**config.mk**
```make
export PLATFORM = sky130hd
export DESIGN_NAME = tlsf_ctrl
export DESIGN_NICKNAME = d
export VERILOG_FILES = /design/src/hw/rtl/tlsf_free_block_index_assert.svh /design/src/hw/rtl/tlsf_pkg.sv /design/src/hw/rtl/tlsf_ctrl.sv
export SDC_FILE = /design/constraint.sdc
export NUM_CORES = 1
export LEC_CHECK = 0
export BUFFER_PORTS_ARGS = -buffer_cell sky130_fd_sc_hd__buf_4
export CORE_AREA = 2 2 42 44
export DETAILED_ROUTE_END_ITERATION = 8
export DIE_AREA = 0 0 44 46
export PLACE_DENSITY = 0.83
export SLEW_MARGIN = 10
export SYNTH_ARGS = -nofsm -noshare
export SYNTH_HDL_FRONTEND = slang
export SYNTH_SLANG_ARGS = --single-unit
export TNS_END_PERCENT = 50
```
**constraint.sdc**
```tcl
create_clock -name clk -period 2.3 [get_ports clk]
set_input_delay 0.46 -clock clk [delete_from_list [all_inputs] [get_ports clk]]
set_output_delay 0.46 -clock clk [all_outputs]
set_load 0.05 [all_outputs]
```
**src/hw/rtl/tlsf_free_block_index_assert.svh**
```systemverilog
// Assertion macros used by the free block index datapath.
// Each macro expects signals named clk and rst in the using module.
`ifndef TLSF_FREE_BLOCK_INDEX_ASSERT_SVH
`define TLSF_FREE_BLOCK_INDEX_ASSERT_SVH

// Consequent must hold in the same cycle as the antecedent.
`define TLSF_ASSERT_SAME(lbl, ante, cons) \
  lbl: assert property (@(posedge clk) disable iff (rst) (ante) |-> (cons)) \
    else $error("free block index assertion failed");

// Consequent must hold in the cycle after the antecedent.
`define TLSF_ASSERT_NEXT(lbl, ante, cons) \
  lbl: assert property (@(posedge clk) disable iff (rst) (ante) |=> (cons)) \
    else $error("free block index assertion failed");

`endif

```
**src/hw/rtl/tlsf_pkg.sv**
```systemverilog
// Shared types, constants and helper functions of the free block index.
// Used by the request interfaces, the controller, the datapath and the top level.
package tlsf_pkg;

  localparam int NUM_HANDLES = 1024;
  localparam int HANDLE_W    = $clog2(NUM_HANDLES);
  localparam int LINK_W      = HANDLE_W + 1;
  localparam int SIZE_W      = 32;
  localparam int NUM_CLASSES = 32;
  localparam int FL_W        = 5;
  localparam int SC_W        = 5;
  localparam int BUCKET_W    = FL_W + SC_W;
  localparam int NUM_BUCKETS = 1 << BUCKET_W;
  localparam int CFG_W       = 3;

  localparam logic [LINK_W-1:0] LINK_NONE = LINK_W'(NUM_HANDLES);

  localparam logic [1:0] OP_INSERT = 2'd0;
  localparam logic [1:0] OP_ALLOC  = 2'd1;
  localparam logic [1:0] OP_UNLINK = 2'd2;

  localparam logic [1:0] ST_DONE  = 2'd0;
  localparam logic [1:0] ST_NOFIT = 2'd1;
  localparam logic [1:0] ST_BAD   = 2'd2;

  localparam logic [CFG_W-1:0] SL_WIDE_MIN = CFG_W'(5);

  typedef enum logic [4:0] {
    CMD_NONE,
    CMD_LOAD,
    CMD_CLEAR_STEP,
    CMD_CLZ,
    CMD_SHIFT,
    CMD_BAD,
    CMD_UNLINK,
    CMD_INS_RD,
    CMD_INS_WR,
    CMD_INS_LINK,
    CMD_HEAD_B,
    CMD_WALK_FIRST,
    CMD_WALK,
    CMD_FB1,
    CMD_FB2,
    CMD_HEAD_FS,
    CMD_PICK,
    CMD_DET_RD,
    CMD_DET_LOAD,
    CMD_DET_A,
    CMD_DET_B,
    CMD_EMIT
  } cmd_t;

  typedef struct packed {
    logic [1:0] op;
    logic       size_zero;
    logic       listed;
    logic       hit;
    logic       found;
    logic       walk_end;
    logic       sm_nz;
    logic       fm_nz;
    logic       clr_last;
  } dp_stat_t;

  // Position of the most significant set bit; zero for a zero word.
  function automatic logic [FL_W-1:0] top_bit(input logic [SIZE_W-1:0] v);
    logic [FL_W-1:0] m;
    m = '0;
    for (int i = 0; i < SIZE_W; i++) begin
      if (v[i]) m = FL_W'(i);
    end
    return m;
  endfunction

  // Position of the least significant set bit of a nonzero word.
  function automatic logic [FL_W-1:0] low_bit(input logic [NUM_CLASSES-1:0] v);
    logic [FL_W-1:0] m;
    m = FL_W'(NUM_CLASSES - 1);
    for (int i = NUM_CLASSES - 1; i >= 0; i--) begin
      if (v[i]) m = FL_W'(i);
    end
    return m;
  endfunction

endpackage

```
**src/hw/rtl/tlsf_ctrl.sv**
```systemverilog
// Controller of the free block index: sequences each request through the datapath.
// Depends on tlsf_pkg for the command and status types.
module tlsf_ctrl (
  input  logic               clk,
  input  logic               rst,
  input  logic               cfg_fire,
  input  logic               req_valid,
  output logic               req_ready,
  output logic               rsp_valid,
  input  logic               rsp_ready,
  input  tlsf_pkg::dp_stat_t stat,
  output tlsf_pkg::cmd_t     cmd
);

  typedef enum logic [4:0] {
    S_CLEAR, S_IDLE, S_CLZ, S_SHIFT, S_DISPATCH,
    S_INS_RD, S_INS_WR, S_INS_LINK,
    S_HEAD_B, S_WALK_FIRST, S_WALK,
    S_FB1, S_FB2, S_HEAD_FS, S_PICK,
    S_DET_RD, S_DET_LOAD, S_DET_CLZ, S_DET_SHIFT, S_DET_A, S_DET_B,
    S_DONE
  } state_t;

  state_t state, state_next;
  logic   bad;

  assign req_ready = (state == S_IDLE);

  assign bad = (stat.op != tlsf_pkg::OP_INSERT && stat.op != tlsf_pkg::OP_ALLOC &&
                stat.op != tlsf_pkg::OP_UNLINK) ||
               (stat.op != tlsf_pkg::OP_UNLINK && stat.size_zero) ||
               (stat.op == tlsf_pkg::OP_INSERT && stat.listed) ||
               (stat.op == tlsf_pkg::OP_UNLINK && !stat.listed);

  always_comb begin
    state_next = state;
    cmd        = tlsf_pkg::CMD_NONE;
    case (state)
      S_CLEAR: begin
        cmd = tlsf_pkg::CMD_CLEAR_STEP;
        if (stat.clr_last) state_next = S_IDLE;
      end
      S_IDLE: begin
        if (req_valid) begin
          cmd        = tlsf_pkg::CMD_LOAD;
          state_next = S_CLZ;
        end
      end
      S_CLZ: begin
        cmd        = tlsf_pkg::CMD_CLZ;
        state_next = S_SHIFT;
      end
      S_SHIFT: begin
        cmd        = tlsf_pkg::CMD_SHIFT;
        state_next = S_DISPATCH;
      end
      S_DISPATCH: begin
        if (bad) begin
          cmd        = tlsf_pkg::CMD_BAD;
          state_next = S_DONE;
        end else if (stat.op == tlsf_pkg::OP_INSERT) begin
          state_next = S_INS_RD;
        end else if (stat.op == tlsf_pkg::OP_UNLINK) begin
          cmd        = tlsf_pkg::CMD_UNLINK;
          state_next = S_DET_RD;
        end else begin
          state_next = stat.hit ? S_HEAD_B : S_FB1;
        end
      end
      S_INS_RD: begin
        cmd        = tlsf_pkg::CMD_INS_RD;
        state_next = S_INS_WR;
      end
      S_INS_WR: begin
        cmd        = tlsf_pkg::CMD_INS_WR;
        state_next = stat.hit ? S_INS_LINK : S_DONE;
      end
      S_INS_LINK: begin
        cmd        = tlsf_pkg::CMD_INS_LINK;
        state_next = S_DONE;
      end
      S_HEAD_B: begin
        cmd        = tlsf_pkg::CMD_HEAD_B;
        state_next = S_WALK_FIRST;
      end
      S_WALK_FIRST: begin
        cmd        = tlsf_pkg::CMD_WALK_FIRST;
        state_next = S_WALK;
      end
      S_WALK: begin
        cmd = tlsf_pkg::CMD_WALK;
        if (stat.found) state_next = S_DET_RD;
        else if (stat.walk_end) state_next = S_FB1;
      end
      S_FB1: begin
        cmd = tlsf_pkg::CMD_FB1;
        if (stat.sm_nz) state_next = S_HEAD_FS;
        else if (stat.fm_nz) state_next = S_FB2;
        else state_next = S_DONE;
      end
      S_FB2: begin
        cmd        = tlsf_pkg::CMD_FB2;
        state_next = S_HEAD_FS;
      end
      S_HEAD_FS: begin
        cmd        = tlsf_pkg::CMD_HEAD_FS;
        state_next = S_PICK;
      end
      S_PICK: begin
        cmd        = tlsf_pkg::CMD_PICK;
        state_next = S_DET_RD;
      end
      S_DET_RD: begin
        cmd        = tlsf_pkg::CMD_DET_RD;
        state_next = S_DET_LOAD;
      end
      S_DET_LOAD: begin
        cmd        = tlsf_pkg::CMD_DET_LOAD;
        state_next = S_DET_CLZ;
      end
      S_DET_CLZ: begin
        cmd        = tlsf_pkg::CMD_CLZ;
        state_next = S_DET_SHIFT;
      end
      S_DET_SHIFT: begin
        cmd        = tlsf_pkg::CMD_SHIFT;
        state_next = S_DET_A;
      end
      S_DET_A: begin
        cmd        = tlsf_pkg::CMD_DET_A;
        state_next = S_DET_B;
      end
      S_DET_B: begin
        cmd        = tlsf_pkg::CMD_DET_B;
        state_next = S_DONE;
      end
      S_DONE: begin
        if (!rsp_valid || rsp_ready) begin
          cmd        = tlsf_pkg::CMD_EMIT;
          state_next = S_IDLE;
        end
      end
      default: state_next = S_CLEAR;
    endcase
  end

  always_ff @(posedge clk) begin
    if (rst) begin
      state     <= S_CLEAR;
      rsp_valid <= 1'b0;
    end else begin
      state <= cfg_fire ? S_CLEAR : state_next;
      if (cmd == tlsf_pkg::CMD_EMIT) rsp_valid <= 1'b1;
      else if (rsp_ready) rsp_valid <= 1'b0;
    end
  end

endmodule

```
Word level (Yosys, flattened, before mapping):

Index checks and enable logic that the tools add are counted.

* equality and inequality tests: 29
* multiplexer cells: 21
* reductions and logical operators: 20

Operators with widths (count)
* case mux 5 bit (21 select lines): 1
* case mux 5 bit (20 select lines): 1
* two-way mux 5 bit: 10
* equality test 5 x 4 -> 1 bit (second input constant): 8
* equality test 5 bit (second input constant): 7
* equality test 5 x 3 -> 1 bit (second input constant): 4
* two-way mux 3 bit: 4
* equality test 5 x 2 -> 1 bit (second input constant): 2
* inequality test 2 bit (second input constant): 4
* OR reduction 2 bit: 4
* equality test 5 x 1 -> 1 bit (second input constant): 1
* logical AND 1 bit: 5
* logical NOT 5 bit: 1
* logical OR 1 bit: 4
* two-way mux 4 bit: 1
* AND reduction 4 bit: 1
* nonzero test 2 bit: 2
* two-way mux 1 bit: 3
* inequality test 3 bit (second input constant): 1
* equality test 2 bit (second input constant): 1
* logical NOT 1 bit: 2
* logical NOT 2 bit: 1
* two-way mux 2 bit: 1
* inequality test 2 x 1 -> 1 bit (second input constant): 1

* logic and storage cells: 72
* bits of input ports: 15
* bits in registers: 6
* output and inout port bits: 7

Longest topological paths before layout:

Gate-level depths: netlist (run 1).

* depth after elaboration: 10
* mapped depth: 7
* gate-level depth less buffers: 5

Worst setup path after synthesis (run 1):

OpenSTA, ideal clock, no wires.

* kind: register to output
* start: register state[4]
* end: output req_ready
* data arrival time: 2.195 ns
* slack: -0.355 ns
* required time: 1.840 ns
* path buffers: 2
* stages on the path, launching flop included: 4
* path through: dfxtp_1 buf_2 buf_2 nor4_1

* cells in the longest elaborated chain, start to end: 1

RTL lines
* start, declared: line tlsf_ctrl.sv:24 `state_t state, state_next;`
* start signal, assigned: line tlsf_ctrl.sv:152 `state <= cfg_fire ? S_CLEAR : state_next;`
* equality test 5 x 1 -> 1 bit: line tlsf_ctrl.sv:27 `assign req_ready = (state == S_IDLE);`
* end, declared: line tlsf_ctrl.sv:8 `output logic req_ready,`

Every way passes these cells.

Worst setup path after layout (run 1):

* start: input stat[8] (netlist bit)
* end: output cmd[0]

* cells in the longest elaborated chain, start to end: 8
* elaborated cells between the ends (all ways): 16
* those cells by class: eq/ne: 3; mux: 3; reduce/logical: 10

RTL lines
* start, declared: line tlsf_ctrl.sv:11 `input tlsf_pkg::dp_stat_t stat,`
* inequality test 2 x 1 -> 1 bit / nonzero test 2 bit (equally long branches): line tlsf_ctrl.sv:29 `assign bad = (stat.op != tlsf_pkg::OP_INSERT && stat.op != tlsf_pkg::OP_ALLOC &&`
* logical AND 1 bit (2 in series): line tlsf_ctrl.sv:29
* logical OR 1 bit: line tlsf_ctrl.sv:30 `stat.op != tlsf_pkg::OP_UNLINK) ||`
* logical OR 1 bit: line tlsf_ctrl.sv:31 `(stat.op != tlsf_pkg::OP_UNLINK && stat.size_zero) ||`
* logical OR 1 bit: line tlsf_ctrl.sv:32 `(stat.op == tlsf_pkg::OP_INSERT && stat.listed) ||`
* two-way mux 3 bit *: line tlsf_ctrl.sv:58 `if (bad) begin`
* case mux 5 bit (20 select lines) *: line tlsf_ctrl.sv:38 `case (state)`
* end, declared: line tlsf_ctrl.sv:12 `output tlsf_pkg::cmd_t cmd`

Mark *: on every way between the ends. The rest lies on a longest branch, timed or not.

==> flow_summary.toml, run 1 <==
[global_routing]
grt_pass1_vias = 972
antenna_found_initial = 0
track_usage = 0.2730
grt_max_degree = 22
grt_pass1_wl_microns = 4202
overflow = 0

[detailed_routing]
remaining_drc_errors = 0
vias = 1042
first_pass_iters = 4
wl_per_cell_microns = 15.31
via_per_inst = 6.432
drt_iter0_markers = 48
postRouteAntennaNets = 0
wirelength_microns = 2480

[clock_tree]
numCtsBuffers = 3
clockBufferDepth = 2
cts.clk_slew.worst_paths_ps = 40
clk_latency_ps = 240
hold_buffers = 0
cts-root-buf = "clkbuf_4"
cts_tree = "done"
cts.sinks = 6
ctsHtreeMaxLevel = 1

[final_layout]
multi_input_area_sq_um = 620.6
drive_gt1_frac = 0.2759
syn2layout_area_growth_pct = 28.57
fillers = 146
n_antenna_cell = 0
seqCellArea_sq_um = 123.9
fin_nets = 162

[critical_path]
critical_path.cell_chain = "buf_4 -> nor2b_1 -> mux2i_2 -> a32oi_1 -> o221ai_1 -> buf_4"
cp.arrival_ps = 1760
crit_fanout = 4
timing.critical_path.required_ps = 1840
max_stage_delay_ps = 350
cp_common_cell = "buf_4"
crit_slowest_cell = "mux2i_2"
end_kind = "output port"
startpoint_type = "input port"
reg2regPathDepth = 6
crit_type = "in2out"

[power]
leakage_nw = 0.4128
ir_drop_mv = 0.2304
p_total_w = 0.0002988
powerDensity_nw_per_um2 = 291.6

[floorplanning]
dieWidth_microns = 44
dieArea_sq_um = 2024
core-area_sq_um = 1614
start_util = 0.4938
rows = 15
die_h_microns = 46
ios = 22

[synth]
ys_types = 37
synth_most_common_cell = "nor2_1"
synthTopCellsByCount = "nor2_1 (18), nand2_1 (13), a21oi_1 (8), nor3_1 (7)"
syn_inst = 124
avgSynthCellArea_sq_um = 6.428
ys_seq_area_frac = 0.1507
synth_seq_cells = 6
syn_nets = 139
ys.flop_type = "dfxtp_1"
syn_area_sq_um = 797.0
yosysWarnings = 0
yosysTopAreaCellShare = 0.1507
async_flop_share = 0
synth_area_leaders = "dfxtp_1 (15%), nor2_1 (8.5%), a32oi_1 (6.6%), nand2_1 (6.1%), a21oi_1 (5.0%)"
synth_largest_area_cell = "dfxtp_1"
synth_edf_count = 0

[worst_hold_path]
min-delay-path-class = "in2reg"
hold_path_depth = 2

[place]
place_congestion = 0.9429
hpwl_microns = 1886
dp_slack_ps = 65.09
portBuffers = 21

[timing]
clock_skew_ps = 3.242
post-route-period-util = 0.9661
relSlewSlack = 0.7388
hold_viol_final = 0
drv_slew = 0
period_minus_slack_ps = 2222
finalSetupTns_ps = 0
rsz0062_at_grt = "no"
worst_slew_pin_slew_ps = 391.0
setup_ws_ps = 77.91
fmax_mhz = 450.0
setup_viol_count_final = 0
holdWs_ps = 405.0

[flow_run]
cap_viol_max_count = 0

[run_status]
status = "finished clean"
-- sequential cells by signal, summed over array words and instances, names as in the netlist --
signal,count
state,5
rsp_valid,1
-- metal layers --
| metal | part of all wire | routed length, microns | vias to the layer above | GRT usage |
|---|---|---|---|---|
| li1 | - | - | 500 | - |
| met1 | 0.42 | 1052 | 480 | 0.3538 |
| met2 | 0.48 | 1186 | 56 | 0.4500 |
| met3 | 0.076 | 188 | 6 | 0.04365 |
| met4 | 0.021 | 52 | 0 | 0.1091 |
| met5 | 0 | 0 | - | 0 |
-- final timing paths --
kind                  start  slack (ps)        end
setup / recovery    stat[8]          80     cmd[0]
hold / removal     cfg_fire         410   state[3]
setup reg to reg   state[4]         500   state[1]
hold reg to reg   rsp_valid         550  rsp_valid
-- what timing repair did --
item,in CTS,in global routing
setup endpoints to repair,0,3
buffers inserted,0,0
resized for setup,0,4
hold endpoints to repair,0,0
-- worst max-delay path: cells and delay by family --
kind	cells	cell delay (ps)
AOI/OAI and AO/OA	2	350
and+or+nand+nor	1	250
buffers and inverters	2	360
muxes	1	350
-- layout by cell type (no fill, tap or decap), types with 3 or more instances in the layout --
master    count
a32oi_1       6
o21ai_0       6
nor2_1       18
dfxtp_2       3
nor3_1        7
dfxtp_1       3
a21oi_1       8
buf_4        30
nor2b_1       4
nand2_1      13
o31ai_1       3
nand2b_1      5
a31oi_1       3
clkbuf_4      3
inv_1         3
-- through the flow --
step | util | std cells | area, sq um
after floorplan | - | 124 | 803.3
after global placement | 0.6163 | 159 | 994.7
after detailed placement | 0.6163 | 159 | 994.7
after CTS | 0.6302 | 162 | 1017
after global routing | 0.6349 | 162 | 1025
final | 0.6349 | 162 | 1025
-- final cells by class --
| class | count | share of cell area |
|---|---|---|
| well taps | 17 | 0.02076 |
| multi-input cells | 103 | 0.6056 |
| repair buffers | 30 | 0.2198 |
| flip-flops and latches | 6 | 0.1209 |
| inverters | 3 | 0.01099 |
| clock buffers | 3 | 0.02198 |
-- where the power goes --
group | internal (W) | switching, W | leakage (nW) | total [W]
registers | 0.000106 | 0.00000799 | 0.0499 | 0.000114
logic | 0.0000414 | 0.0000468 | 0.349 | 0.0000882
clock network | 0.0000590 | 0.0000373 | 0.0138 | 0.0000962
total | 0.000207 | 0.0000920 | 0.413 | 0.000299
-- cells by family (layout without fill, tap and decap cells) --
group,Yosys count,count (layout),share of synthesized area
xor gates and xnor gates,3,3,0.03297
and+or+nand+nor,56,56,0.3438
DFF,6,6,0.1507
buffers and inverters,15,36,0.08320
AOI/OAI and AO/OA,43,43,0.3768
muxes,1,1,0.01256
Power figures use the tool's default switching activity.
==> run 2, diff against run 1 <==
--- a/config.mk
+++ b/config.mk
@@ -6,10 +6,11 @@
 export NUM_CORES = 1
 export LEC_CHECK = 0
 export BUFFER_PORTS_ARGS = -buffer_cell sky130_fd_sc_hd__buf_4
-export CORE_AREA = 2 2 42 44
+export CORE_AREA = 2 2 43 45
+export CTS_CLUSTER_DIAMETER = 80
 export DETAILED_ROUTE_END_ITERATION = 8
-export DIE_AREA = 0 0 44 46
-export PLACE_DENSITY = 0.83
+export DIE_AREA = 0 0 45 47
+export PLACE_DENSITY = 0.8
 export SLEW_MARGIN = 10
 export SYNTH_ARGS = -nofsm -noshare
 export SYNTH_HDL_FRONTEND = slang
==> flow_summary.toml, run 2 (same netlist as run 1, synthesis figures left out) <==
[worst_hold_path]
hold_path_depth = 2
hold_start = "cfg_fire"
min-delay-path-class = "in2reg"

[critical_path]
cp_common_cell = "buf_4"
reg2regPathDepth = 6
crit_slowest_cell = "mux2i_1"
r2r-start = "state[2]"
crit_start = "stat[8]"
end_kind = "output port"
crit_fanout = 4
crit_type = "in2out"
timing.critical_path.required_ps = 1840
startpoint_type = "input port"
cp.arrival_ps = 1740
critical_path.cell_chain = "buf_4 -> nor2b_1 -> mux2i_1 -> a32oi_1 -> o221ai_1 -> buf_4"
max_stage_delay_ps = 370

[power]
switchingPower_w = 0.00009126
ir_drop_mv = 0.4789
leakage_nw = 0.4018
internal-power_w = 0.0002041
p_total_w = 0.0002954
p_clk_frac = 0.330
p_comb_frac = 0.277
power_switching_share = 0.3089
powerDensity_nw_per_um2 = 294.0
pwr-share-seq = 0.393

[final_layout]
n_antenna_cell = 0
top_regs = "state x5, rsp_valid x1"
largest_reg_flops = 5
final_common_cell = "buf_4"
final_cell_mix = "buf_4 (28), nor2_1 (18), nand2_1 (13)"
fillers = 164
fin_nets = 160
syn2layout_area_growth_pct = 26.06
drive_gt1_frac = 0.2517
top_register = "state"

[floorplanning]
die_h_microns = 47
ios = 22
dieWidth_microns = 45
rows = 15
core-area_sq_um = 1652
dieArea_sq_um = 2115
start_util = 0.4826

[clock_tree]
clk_latency_ps = 240
ctsHtreeMaxLevel = 1
clockBufferDepth = 2
hold_buffers = 0
cts.sinks = 6
cts-root-buf = "clkbuf_4"
cts_tree = "done"
numCtsBuffers = 3
cts.clk_slew.worst_paths_ps = 40
cts_setup_buffers = 0

[run_status]
status = "finished clean"

[place]
place_congestion = 0.8959
dp_slack_ps = 91.90
hpwl_microns = 1800
portBuffers = 21

[timing]
relSlewSlack = 0.7059
rsz0062_at_grt = "no"
setup_ws_ps = 101.9
drv_slew = 0
fmax_mhz = 454.9
period_minus_slack_ps = 2198
setup_viol_count_final = 0
hold_viol_final = 0
holdWs_ps = 398.3
clock_skew_ps = 6.542
worst_slew_pin_slew_ps = 441.2
finalSetupTns_ps = 0
post-route-period-util = 0.9557

[global_routing]
track_usage = 0.2496
grt_pass1_wl_microns = 3988
overflow = 0
grt_max_degree = 27
antenna_found_initial = 0
grt_pass1_vias = 1001

[flow_run]
cap_viol_max_count = 0

[detailed_routing]
wirelength_microns = 2354
drt_iter0_markers = 48
via_per_inst = 6.550
first_pass_iters = 7
postRouteAntennaNets = 0
wl_per_cell_microns = 14.71
remaining_drc_errors = 0
vias = 1048
-- run 2: repair_timing --
| action | CTS | global route |
|---|---|---|
| resized for setup | 1 | 1 |
| endpoints found under the setup margin | 2 | 5 |
| pin swaps | 0 | 0 |
-- run 2: worst max-delay path, delay by kind of cell --
family                 cells  cell delay, ps
multiplexers               1             370
AND/OR/NAND/NOR            1             210
buffers and inverters      2             350
AO/OA/AOI/OAI              2             340
-- run 2: power groups by stage --
stage	Combinational [W]	Sequential, W	Clock, W
finish	0.0000819	0.000116	0.0000974
global route	0.0000886	0.000117	0.000107
CTS	0.0000818	0.000115	0.000102
detailed placement	0.0000815	0.000117	0
global placement	0.0000799	0.000117	0
floorplan	0.0000560	0.000108	0
-- run 2: path summary, 6_finish.rpt --
path	endpoint	slack (ps)
min	state[4]	400
max	cmd[0]	100
min reg2reg	rsp_valid	550
max reg2reg	state[1]	390
-- run 2: metal layers --
layer / track usage / wire length, microns / up-vias / part of all wire
met3: 0.05000 / 206 / 4 / 0.088
li1: - / - / 499 / -
met1: 0.3037 / 971 / 479 / 0.41
met2: 0.4457 / 1145 / 66 / 0.49
met4: 0.07059 / 31 / 0 / 0.013
met5: 0 / 0 / - / 0
-- run 2: metrics by stage --
step                      std cells    util  area, sq um
after floorplan                 124       -        803.3
after global placement          157  0.5932        979.7
after detailed placement        157  0.5932        979.7
after CTS                       160  0.6076         1003
after global routing            160  0.6083         1005
final                           160  0.6083         1005
-- run 2: layout make-up --
| cell class | count | area (sq um) | share of cell area |
|---|---|---|---|
| multi-input cells | 103 | 616.8 | 0.6140 |
| repair buffers | 28 | 210.2 | 0.2092 |
| well taps | 17 | 21.27 | 0.02117 |
| flip-flops and latches | 6 | 122.6 | 0.1220 |
| clock buffers | 3 | 22.52 | 0.02242 |
| inverters | 3 | 11.26 | 0.01121 |
